<file path="src/sv/hzd_pkg.sv">
// ----------------------------------------------------------------------------
// hzd_pkg
// Shared types, opcodes and counter helpers for the RV32 hazard NOP inserter.
// ----------------------------------------------------------------------------
`default_nettype none

package hzd_pkg;

  localparam int COUNT_WIDTH = 16;
  localparam int FIELD_WIDTH = 16;
  localparam int WORD_WIDTH  = 32;
  localparam int REG_WIDTH   = 5;

  typedef logic [COUNT_WIDTH-1:0] cnt_t;
  typedef logic [FIELD_WIDTH-1:0] field_t;
  typedef logic [WORD_WIDTH-1:0]  word_t;
  typedef logic [REG_WIDTH-1:0]   reg_idx_t;

  localparam cnt_t  CNT_MAX  = '1;
  localparam word_t NOP_WORD = 32'h0000_0013;

  localparam logic [6:0] OP_ALU_R  = 7'b0110011;
  localparam logic [6:0] OP_ALU_I  = 7'b0010011;
  localparam logic [6:0] OP_JAL    = 7'b1101111;
  localparam logic [6:0] OP_JALR   = 7'b1100111;
  localparam logic [6:0] OP_BRANCH = 7'b1100011;
  localparam logic [6:0] OP_LOAD   = 7'b0000011;
  localparam logic [6:0] OP_STORE  = 7'b0100011;

  typedef enum logic [2:0] {
    K_NOP,
    K_ALU,
    K_JUMP,
    K_BRANCH,
    K_MEM,
    K_OTHER
  } kind_t;

  // Counter snapshot and control for one accepted instruction.
  typedef struct packed {
    word_t word;
    logic  hazard;
    logic  jump;
    cnt_t  total;
    cnt_t  alu;
    cnt_t  jmp;
    cnt_t  branch;
    cnt_t  memory;
    cnt_t  other;
  } run_t;

  function automatic cnt_t sat_inc(input cnt_t c);
    sat_inc = (c != CNT_MAX) ? c + cnt_t'(1) : c;
  endfunction

  function automatic field_t to_field(input cnt_t c);
    to_field = field_t'(c);
  endfunction

endpackage

`default_nettype wire

</file>
<file path="src/sv/riscv_hazard_nop_inserter.sv">
// ----------------------------------------------------------------------------
// riscv_hazard_nop_inserter
// RV32 data-hazard NOP inserter with saturating instruction class counters.
// ----------------------------------------------------------------------------
// Input channel (in_valid/in_stall, instr_word): one instruction word per
// transaction. Output channel (out_valid/out_stall): one emitted word per
// transaction with is_inserted, last_of_run and the counter values as of
// that emission.
// Each input yields one to three results: a NOP when its source register
// matches the previous word's destination, the word itself, and a NOP after
// a jump. last_of_run marks the final one.
// An accepted input is held in the run buffer and each of its results is
// registered in the single output register, one result per cycle while
// the receiver does not stall; the next input is taken in the cycle its
// predecessor's last result enters the output register.
// Reset clears the previous word and all counters; the first input after
// reset gets no hazard check. A stalled result holds in the output register
// and the block stalls input once its single run buffer is occupied.
// ----------------------------------------------------------------------------
`default_nettype none

module riscv_hazard_nop_inserter (
  input  wire logic            clk,
  input  wire logic            rst,
  input  wire logic            in_valid,
  output logic                 in_stall,
  input  wire hzd_pkg::word_t  instr_word,
  output logic                 out_valid,
  input  wire logic            out_stall,
  output hzd_pkg::word_t       out_word,
  output logic                 is_inserted,
  output logic                 last_of_run,
  output hzd_pkg::field_t      total_count,
  output hzd_pkg::field_t      alu_count,
  output hzd_pkg::field_t      jump_count,
  output hzd_pkg::field_t      branch_count,
  output hzd_pkg::field_t      memory_count,
  output hzd_pkg::field_t      other_count,
  output hzd_pkg::field_t      nop_count
);

  hzd_pkg::run_t run_next;
  logic          load;

  assign load = in_valid && !in_stall;

  hzd_cls u_cls (
    .clk        (clk),
    .rst        (rst),
    .load       (load),
    .instr_word (instr_word),
    .run_next   (run_next)
  );

  hzd_emit u_emit (
    .clk          (clk),
    .rst          (rst),
    .in_valid     (in_valid),
    .in_stall     (in_stall),
    .run_next     (run_next),
    .out_valid    (out_valid),
    .out_stall    (out_stall),
    .out_word     (out_word),
    .is_inserted  (is_inserted),
    .last_of_run  (last_of_run),
    .total_count  (total_count),
    .alu_count    (alu_count),
    .jump_count   (jump_count),
    .branch_count (branch_count),
    .memory_count (memory_count),
    .other_count  (other_count),
    .nop_count    (nop_count)
  );

endmodule

`default_nettype wire

</file>
<file path="src/sv/hzd_cls.sv">
// ----------------------------------------------------------------------------
// hzd_cls
// Decode, hazard check against the previous word, and class counters.
// ----------------------------------------------------------------------------
`default_nettype none

module hzd_cls (
  input  wire logic          clk,
  input  wire logic          rst,
  input  wire logic          load,
  input  wire hzd_pkg::word_t instr_word,
  output hzd_pkg::run_t      run_next
);

  hzd_pkg::word_t    prev_word;
  logic              prev_valid;
  hzd_pkg::cnt_t     total_ctr;
  hzd_pkg::cnt_t     alu_ctr;
  hzd_pkg::cnt_t     jump_ctr;
  hzd_pkg::cnt_t     branch_ctr;
  hzd_pkg::cnt_t     memory_ctr;
  hzd_pkg::cnt_t     other_ctr;

  hzd_pkg::kind_t    kind;
  hzd_pkg::reg_idx_t rd;
  hzd_pkg::reg_idx_t rs1;
  hzd_pkg::reg_idx_t rs2;
  logic              hazard;

  always_comb begin
    priority if (instr_word == hzd_pkg::NOP_WORD) begin
      kind = hzd_pkg::K_NOP;
    end else if (instr_word[6:0] == hzd_pkg::OP_ALU_R ||
                 instr_word[6:0] == hzd_pkg::OP_ALU_I) begin
      kind = hzd_pkg::K_ALU;
    end else if (instr_word[6:0] == hzd_pkg::OP_JAL ||
                 instr_word[6:0] == hzd_pkg::OP_JALR) begin
      kind = hzd_pkg::K_JUMP;
    end else if (instr_word[6:0] == hzd_pkg::OP_BRANCH) begin
      kind = hzd_pkg::K_BRANCH;
    end else if (instr_word[6:0] == hzd_pkg::OP_LOAD ||
                 instr_word[6:0] == hzd_pkg::OP_STORE) begin
      kind = hzd_pkg::K_MEM;
    end else begin
      kind = hzd_pkg::K_OTHER;
    end
  end

  assign rd     = prev_word[11:7];
  assign rs1    = instr_word[19:15];
  assign rs2    = instr_word[24:20];
  assign hazard = prev_valid &&
                  ((rd == rs1) || (kind != hzd_pkg::K_MEM && rd == rs2));

  always_comb begin
    run_next        = '0;
    run_next.word   = instr_word;
    run_next.hazard = hazard;
    run_next.jump   = (kind == hzd_pkg::K_JUMP);
    run_next.total  = hzd_pkg::sat_inc(total_ctr);
    run_next.alu    = (kind == hzd_pkg::K_ALU)    ? hzd_pkg::sat_inc(alu_ctr)    : alu_ctr;
    run_next.jmp    = (kind == hzd_pkg::K_JUMP)   ? hzd_pkg::sat_inc(jump_ctr)   : jump_ctr;
    run_next.branch = (kind == hzd_pkg::K_BRANCH) ? hzd_pkg::sat_inc(branch_ctr) : branch_ctr;
    run_next.memory = (kind == hzd_pkg::K_MEM)    ? hzd_pkg::sat_inc(memory_ctr) : memory_ctr;
    run_next.other  = (kind == hzd_pkg::K_OTHER)  ? hzd_pkg::sat_inc(other_ctr)  : other_ctr;
  end

  always_ff @(posedge clk) begin
    if (rst) begin
      prev_word  <= '0;
      prev_valid <= 1'b0;
      total_ctr  <= '0;
      alu_ctr    <= '0;
      jump_ctr   <= '0;
      branch_ctr <= '0;
      memory_ctr <= '0;
      other_ctr  <= '0;
    end else if (load) begin
      prev_word  <= instr_word;
      prev_valid <= 1'b1;
      total_ctr  <= run_next.total;
      alu_ctr    <= run_next.alu;
      jump_ctr   <= run_next.jmp;
      branch_ctr <= run_next.branch;
      memory_ctr <= run_next.memory;
      other_ctr  <= run_next.other;
    end
  end

endmodule

`default_nettype wire

</file>
<file path="src/sv/hzd_emit.sv">
// ----------------------------------------------------------------------------
// hzd_emit
// Holds one decoded instruction and sequences its results into the output
// register: optional leading NOP, the word, optional trailing NOP.
// ----------------------------------------------------------------------------
`default_nettype none

module hzd_emit (
  input  wire logic            clk,
  input  wire logic            rst,
  input  wire logic            in_valid,
  output logic                 in_stall,
  input  wire hzd_pkg::run_t   run_next,
  output logic                 out_valid,
  input  wire logic            out_stall,
  output hzd_pkg::word_t       out_word,
  output logic                 is_inserted,
  output logic                 last_of_run,
  output hzd_pkg::field_t      total_count,
  output hzd_pkg::field_t      alu_count,
  output hzd_pkg::field_t      jump_count,
  output hzd_pkg::field_t      branch_count,
  output hzd_pkg::field_t      memory_count,
  output hzd_pkg::field_t      other_count,
  output hzd_pkg::field_t      nop_count
);

  typedef enum logic [2:0] {
    PH_PRE  = 3'b001,
    PH_WORD = 3'b010,
    PH_POST = 3'b100
  } phase_t;

  hzd_pkg::run_t  run;
  logic           run_valid;
  phase_t         phase;
  phase_t         phase_next;
  hzd_pkg::cnt_t  nop_ctr;
  hzd_pkg::cnt_t  nop_ctr_next;

  logic           load;
  logic           emit_ok;
  logic           emit_last;
  logic           emit_ins;
  hzd_pkg::word_t emit_word;

  assign emit_ok  = run_valid && (!out_valid || !out_stall);
  assign in_stall = run_valid && !(emit_ok && emit_last);
  assign load     = in_valid && !in_stall;

  always_comb begin
    unique case (phase)
      PH_PRE: begin
        emit_word  = hzd_pkg::NOP_WORD;
        emit_ins   = 1'b1;
        emit_last  = 1'b0;
        phase_next = PH_WORD;
      end
      PH_POST: begin
        emit_word  = hzd_pkg::NOP_WORD;
        emit_ins   = 1'b1;
        emit_last  = 1'b1;
        phase_next = PH_POST;
      end
      default: begin
        emit_word  = run.word;
        emit_ins   = 1'b0;
        emit_last  = !run.jump;
        phase_next = PH_POST;
      end
    endcase
  end

  assign nop_ctr_next = (emit_ok && emit_ins) ? hzd_pkg::sat_inc(nop_ctr) : nop_ctr;

  always_ff @(posedge clk) begin
    if (rst) begin
      run_valid <= 1'b0;
      phase     <= PH_WORD;
      nop_ctr   <= '0;
      out_valid <= 1'b0;
    end else begin
      nop_ctr <= nop_ctr_next;
      if (load) begin
        run_valid <= 1'b1;
        phase     <= run_next.hazard ? PH_PRE : PH_WORD;
      end else if (emit_ok && emit_last) begin
        run_valid <= 1'b0;
      end else if (emit_ok) begin
        phase <= phase_next;
      end
      if (emit_ok) begin
        out_valid <= 1'b1;
      end else if (!out_stall) begin
        out_valid <= 1'b0;
      end
    end
  end

  always_ff @(posedge clk) begin
    if (load) begin
      run <= run_next;
    end
    if (emit_ok) begin
      out_word     <= emit_word;
      is_inserted  <= emit_ins;
      last_of_run  <= emit_last;
      total_count  <= hzd_pkg::to_field(run.total);
      alu_count    <= hzd_pkg::to_field(run.alu);
      jump_count   <= hzd_pkg::to_field(run.jmp);
      branch_count <= hzd_pkg::to_field(run.branch);
      memory_count <= hzd_pkg::to_field(run.memory);
      other_count  <= hzd_pkg::to_field(run.other);
      nop_count    <= hzd_pkg::to_field(nop_ctr_next);
    end
  end

  a_phase_onehot: assert property (@(posedge clk) disable iff (rst)
    $onehot(phase))
    else $error("phase register not one-hot");

  a_pre_needs_hazard: assert property (@(posedge clk) disable iff (rst)
    run_valid && phase == PH_PRE |-> run.hazard)
    else $error("leading NOP without a hazard");

  a_post_needs_jump: assert property (@(posedge clk) disable iff (rst)
    run_valid && phase == PH_POST |-> run.jump)
    else $error("trailing NOP without a jump");

  a_load_when_free: assert property (@(posedge clk) disable iff (rst)
    load |-> (!run_valid || (emit_ok && emit_last)))
    else $error("new transaction overwrote a run still in progress");

endmodule

`default_nettype wire

</file>
<file path="config.mk">
export PLATFORM = sky130hd
export DESIGN_NAME = riscv_hazard_nop_inserter
export DESIGN_NICKNAME = d
export VERILOG_FILES = /design/src/sv/hzd_pkg.sv /design/src/sv/riscv_hazard_nop_inserter.sv /design/src/sv/hzd_cls.sv /design/src/sv/hzd_emit.sv
export SDC_FILE = /design/constraint.sdc
export NUM_CORES = 1
export LEC_CHECK = 0
export BUFFER_PORTS_ARGS = -buffer_cell sky130_fd_sc_hd__buf_2
export CAP_MARGIN = 5
export CORE_UTILIZATION = 33
export CTS_BUF_LIST = sky130_fd_sc_hd__clkbuf_4 sky130_fd_sc_hd__clkbuf_8
export DETAILED_ROUTE_END_ITERATION = 6
export GPL_TIMING_DRIVEN = 0
export MAX_ROUTING_LAYER = met4
export PLACE_DENSITY = 0.56
export SYNTH_ARGS = -nofsm -noshare
export SYNTH_HDL_FRONTEND = slang
export SYNTH_SLANG_ARGS = --single-unit
</file>
<file path="constraint.sdc">
create_clock -name clk -period 6.8 [get_ports clk]
set_clock_uncertainty 0.1 [all_clocks]
set_input_delay 0 -clock clk [delete_from_list [all_inputs] [get_ports clk]]
set_output_delay 0 -clock clk [all_outputs]
set_load 0.005 [all_outputs]
</file>
# Yosys cells after proc, flatten, opt, wreduce, memory -nomap -nowiden
# Index checks and enable logic that the tools add are counted.
[classes]
reduce_logical = 21
n_eq_ne = 27
addsub = 7
mux = 29
[op_table]
columns = ["cell", "n"]
rows = [
  ["$mux W16", 13],
  ["$add A16 B1 Y16 const B", 7],
  ["$ne A16 B16 Y1 const B", 7],
  ["$eq A32 B5 Y1 const B", 1],
  ["$mux W3", 8],
  ["$eq A7 B7 Y1 const B", 3],
  ["$eq A7 B6 Y1 const B", 2],
  ["$eq A5 B5 Y1", 2],
  ["$eq A3 B3 Y1 const B", 3],
  ["$eq A7 B2 Y1 const B", 1],
  ["$eq A7 B5 Y1 const B", 1],
  ["$logic_and A1 B1 Y1", 7],
  ["$eq A3 B1 Y1 const B", 2],
  ["$eq A3 B2 Y1 const B", 2],
  ["$mux W1", 6],
  ["$logic_not A1 Y1", 5],
  ["$logic_or A1 B1 Y1", 5],
  ["$reduce_bool A2 Y1", 2],
  ["$ne A3 B3 Y1 const B", 1],
  ["$mux W2", 1],
  ["$ne A2 B1 Y1 const B", 1],
  ["$ne A2 B2 Y1 const B", 1],
  ["$pmux W1 S2", 1],
  ["$reduce_and A2 Y1", 1],
  ["$reduce_or A2 Y1", 1],
]
[word_totals]
output_inout_bits = 148
inputBits = 36
elab_cells = 114
register_bits = 405

# Depth between registers and ports, before layout
[logic_depth]
ltp_word = 13
depth_mapped = 10
ltp_nobuf = 7

# Hierarchy
# A second synthesis with hierarchy kept.
[hier_totals]
cells_unflattened = 1409
area_unflattened_um2 = 17045.1
[by_module_without_submodules]
columns = ["mod", "cells_per_inst", "seq_area_each_um2", "n_inst", "area_each_um2"]
rows = [
  ["hzd_emit", 471, 8678.3, 1, 9793.1],
  ["hzd_cls", 937, 2042.0, 1, 7238.2],
  ["riscv_hazard_nop_inserter", 1, 0.0, 1, 13.8],
]

# Least setup slack after synthesis
# No wires, ideal clock.
[synth_timing]
kind = "register to register"
start = "register u_emit.out_valid"
end = "register u_emit.nop_count[15], data pin"
required_time_ns = 6.438
setup_slack_ns = 0.608
path_buffers = 0
setup_time_ns = 0.262
t_arrival_ns = 5.830
period_less_slack_ns = 6.192
stages_incl_launch_ff = 6
cell_sequence = "dfxtp_1 a21boi_2 or3b_1 nor4_2 nand3_1 mux2_2"
[synth_via]
elab_chain_cells = 5
[synth_rtl]
columns = ["item", "line", "text"]
rows = [
  ["start, declared", "hzd_emit.sv:14", "output logic out_valid,"],
  ["start signal, assigned", "hzd_emit.sv:81", "out_valid <= 1'b0;"],
  ["start signal, assigned", "hzd_emit.sv:93", "out_valid <= 1'b1;"],
  ["start signal, assigned", "hzd_emit.sv:95", "out_valid <= 1'b0;"],
  ["$logic_not A1 Y1", "hzd_emit.sv:47", "assign emit_ok = run_valid && (!out_valid || !out_stall);"],
  ["$logic_or A1 B1 Y1", "hzd_emit.sv:47", ""],
  ["$logic_and A1 B1 Y1", "hzd_emit.sv:47", ""],
  ["named net u_emit.emit_ok", "hzd_emit.sv:42", "logic emit_ok;"],
  ["$logic_and A1 B1 Y1", "hzd_emit.sv:74", "assign nop_ctr_next = (emit_ok && emit_ins) ? hzd_pkg::sat_inc(nop_ctr) : nop_ctr;"],
  ["$mux W16", "hzd_emit.sv:74", ""],
  ["named net u_emit.nop_ctr_next[15]", "hzd_emit.sv:39", "hzd_pkg::cnt_t nop_ctr_next;"],
  ["end signal, assigned", "hzd_emit.sv:114", "nop_count <= hzd_pkg::to_field(nop_ctr_next);"],
  ["end, declared", "hzd_emit.sv:25", "output hzd_pkg::field_t nop_count"],
]
# The timed path passes the listed nets, and every way through them passes these cells.
# A chain may end at the register's enable or synchronous reset.

# Worst setup path after layout
[layout_timing]
start = "register u_emit.phase[1]"
end = "register u_emit.run[112] in the netlist's numbering, enable pin"
[layout_via]
elab_chain_cells = 7
elab_cells_between_ends = 8
cone_classes = "2 x eq/ne; 1 x mux; 5 x reduce/logical"
[layout_rtl]
columns = ["item", "line", "text"]
rows = [
  ["start, declared", "hzd_emit.sv:36", "phase_t phase;"],
  ["start signal, assigned", "hzd_emit.sv:86", "phase <= run_next.hazard ? PH_PRE : PH_WORD;"],
  ["start signal, assigned", "hzd_emit.sv:90", "phase <= phase_next;"],
  ["$eq A3 B3 Y1 or $eq A3 B1 Y1 (tied branches)", "hzd_emit.sv:52", "unique case (phase)"],
  ["$pmux W1 S2 *", "hzd_emit.sv:52", ""],
  ["$logic_and A1 B1 Y1 *", "hzd_emit.sv:48", "assign in_stall = run_valid && !(emit_ok && emit_last);"],
  ["$logic_not A1 Y1 *", "hzd_emit.sv:48", ""],
  ["$logic_and A1 B1 Y1 *", "hzd_emit.sv:48", ""],
  ["$logic_not A1 Y1 *", "-", ""],
  ["$logic_and A1 B1 Y1 *", "-", ""],
  ["named net load", "riscv_hazard_nop_inserter.sv:43", "logic load;"],
  ["end signal, assigned", "hzd_emit.sv:102", "run <= run_next;"],
  ["end, declared", "hzd_emit.sv:34", "hzd_pkg::run_t run;"],
]
# The timed path passes the listed nets; every way through them passes the cells marked *.

==> run_results.csv <==
group,metric,value,unit
sta,drv_slew,0,
floorplanning,pin_count,184,
synth,ys_seq_elements,398,
sta,final.period_utilization,47.4,%
synth,synth_edf_count,275,
detailed_routing,routed_wl,38400,µm
power,p_per_area,265,nW/µm²
cells_and_area,regMostFlops,"u_emit.run",
detailed_routing,drtIter0Drc,693,
detailed_routing,wl_per_cell,17.2,µm
cells_and_area,fin_cells,2237,
sta,finalHoldViolCount,0,
sta,setup_tns,0,ns
synth,synth_nets,1303,
synth,ys_warn_count,0,
sta,hold_slack,0.0618,ns
cells_and_area,syn2layout_area_growth,23.9,%
cells_and_area,top_regs,"u_emit.run (129), u_emit.out_word (32)",
global_routing,grt_pass1_wl,59000,µm
detailed_routing,drc,0,
synth,ys_types,63,
power,finalPower,5.25,mW
clock_network,cts-root-buf,"clkbuf_8",
floorplanning,die-area,49200,µm²
detailed_routing,post_drt_via_cell_ratio,4.80,
power,vdd_drop_max,0.120,mV
cells_and_area,final_common_cell,"edfxtp_1",
setup_path,critical_path_class,"flip-flop to flip-flop",
placement,port_buffers,182,
sta,maxSlewHeadroom,39.8,%
power,leakage,7.20,nW
sta,worstMarginPinSlew,0.903,ns
detailed_routing,ant_nets,0,
setup_path,rr_worst_depth,9,
clock_network,cts_tree,"done",
global_routing,grtUsageTotal,16.1,%
clock_network,clock_sinks,398,
clock_network,clk_latency,0.62,ns
cells_and_area,seq_area,10700,µm²
cells_and_area,multiInputGateArea,4960,µm²
global_routing,grt_max_degree,39,
global_routing,antenna_found_initial,1,
sta,rsz0062_at_grt,"false",
detailed_routing,drt_pre_antenna_iters,5,
hold_path,hold_path_depth,2,
cells_and_area,nets,1612,
global_routing,grt_pass1_vias,10550,
cells_and_area,layout_common_cells,"275 x edfxtp_1, 202 x buf_2, 134 x nor2_1, 123 x dfxtp_1, 83 x nand2_1",
power,combPwrFrac,5.0,%
global_routing,grt_overflow,0,
power,power_frac_seq,52.1,%
clock_network,clk_pin_slew,0.06,ns
outcome,status,"finished, final reports clean",
clock_network,cts_resized,0,
hold_path,worst_hold_path_type,"primary input to flip-flop",
synth,ys.flop_type,"edfxtp_1",
synth,syn_area,15900,µm²
detailed_routing,topRoutingLayerUsed,"met4",
floorplanning,die_w,222,µm
synth,async_reset_ff_share,0,%
detailed_routing,met2_length,17800,µm
placement,place_congestion,0.826,
floorplanning,start_util,33.4,%
floorplanning,fp-row-count,80,
placement,place_area,17800,µm²
sta,period_needed,3.22,ns
setup_path,ff2ff_setup_slack,3.58,ns
setup_path,cp.required,7.01,ns
cells_and_area,drive_gt1_share,22.5,%
sta,setup_violations,0,
detailed_routing,route.vias.total,10740,
cells_and_area,fillCellCount,4479,
clock_network,htree_num_levels,3,
floorplanning,die_y,222,µm
clock_network,cts_max_path_buffers,3,
cells_and_area,fin_area,19800,µm²
flow_run,max_cap_viol_count,0,
placement,dp.cells,2066,
setup_path,cp-end-kind,"flip-flop",
synth,yosysSeqAreaShare,67.2,%
setup_path,arrival,3.44,ns
setup_path,path_max_fanout,38,
power,p_clk_share,43.0,%
power,netSwitchingPower,1.14,mW
clock_network,numCtsBuffers,67,
synth,synthCells,1260,
setup_path,worstSetupStartpointType,"flip-flop",
placement,hpwl,25800,µm
cells_and_area,largest_reg_flops,129,
sta,fmax,310,MHz
floorplanning,core_area,47700,µm²
power,cellInternalPower,4.11,mW
power,p_sw_share,21.7,%
detailed_routing,route.met3.wl,2310,µm
synth,syn_avg_cell_area,12.7,µm²
detailed_routing,met1Wirelength,17300,µm
## cells in the mapped netlist, drive strengths merged (17+ instances only)
master    n  area [µm²]
a21oi    49         245
and3     17         106
buf      24         118
clkbuf   27         101
dfxtp   123        2460
edfxtp  275        8260
nand2    83         312
nand3    64         320
nand4    30         188
nor2    135         509
nor2b    45         282
nor3     52         288
nor4     30         225
xnor2    73         639
xor2     72         631
## logic make-up (layout without fill, tap and decap cells)
family	count (synthesis)	count (layout)	share of synthesized area, %
adder cells (fa/ha/maj)	7	7	0.549
multiplexers	22	22	1.51
other	0	1	0
XOR/XNOR	145	145	7.96
buffers and inverters	66	427	1.73
AND/OR/NAND/NOR	517	517	16.8
AO/OA/AOI/OAI	105	105	4.22
flip-flops	398	398	67.2
## power by group through the flow
stage	sequential, mW	clock, mW	combinational [mW]
finish	2.73	2.25	0.260
detailed placement	2.78	0	0.244
global placement	2.81	0	0.222
floorplan	2.79	0	0.0960
global route	2.74	2.43	0.286
CTS	2.73	2.34	0.268
## what timing repair did
| action | 4_1_cts | 5_1_grt |
|---|---|---|
| hold buffers | 49 | 0 |
| endpoints found under the hold margin | 135 | 0 |
| setup buffers | 0 | 0 |
## path summary, 6_finish.rpt
path                                startpoint                               end
setup reg to reg  u_emit.phase[1]$_SDFFE_PP1P_         u_emit.run[112]$_DFFE_PP_
setup / recovery  u_emit.phase[1]$_SDFFE_PP1P_         u_emit.run[112]$_DFFE_PP_
hold / removal                  instr_word[21]         u_emit.run[119]$_DFFE_PP_
hold reg to reg       u_emit.run[16]$_DFFE_PP_  u_emit.memory_count[0]$_DFFE_PP_
## final cells by class
cell class / count / area share [%]
inverters: 15 / 0.285
clock inverters: 18 / 0.772
flip-flops and latches: 398 / 54.2
multi-input cells: 796 / 25.1
plain buffers: 51 / 1.11
diodes: 1 / 0.0127
well taps: 615 / 3.89
clock buffers: 103 / 6.48
repair buffers: 240 / 8.11
## metrics by stage
| step | setup WS [ns] | util [%] |
|---|---|---|
| floorplan | 0.608 | - |
| global placement | -1.55 | 36.9 |
| detailed placement | 3.53 | 37.4 |
| global route | 3.31 | 41.4 |
| finish | 3.58 | 41.4 |
| CTS | 3.51 | 41.4 |
## worst max-delay path, stage by stage, from the launching register on
cell and delay [ns]:
dfxtp_1 0.40, nand2b_1 0.17, a221oi_1 0.09, or2_1 0.29, buf_2 0.19, inv_2 0.06, buf_2 0.25, buf_2 0.76
buf_12 0.33, buf_12 0.23
## routing by layer
metal / GRT usage (%) / vias to the layer above
met5: - / -
met4: 6.99 / 0
met3: 3.86 / 62
met2: 24.6 / 288
met1: 20.2 / 5194
li1: - / 5196
No activity file was read; power rests on OpenSTA's default activity.
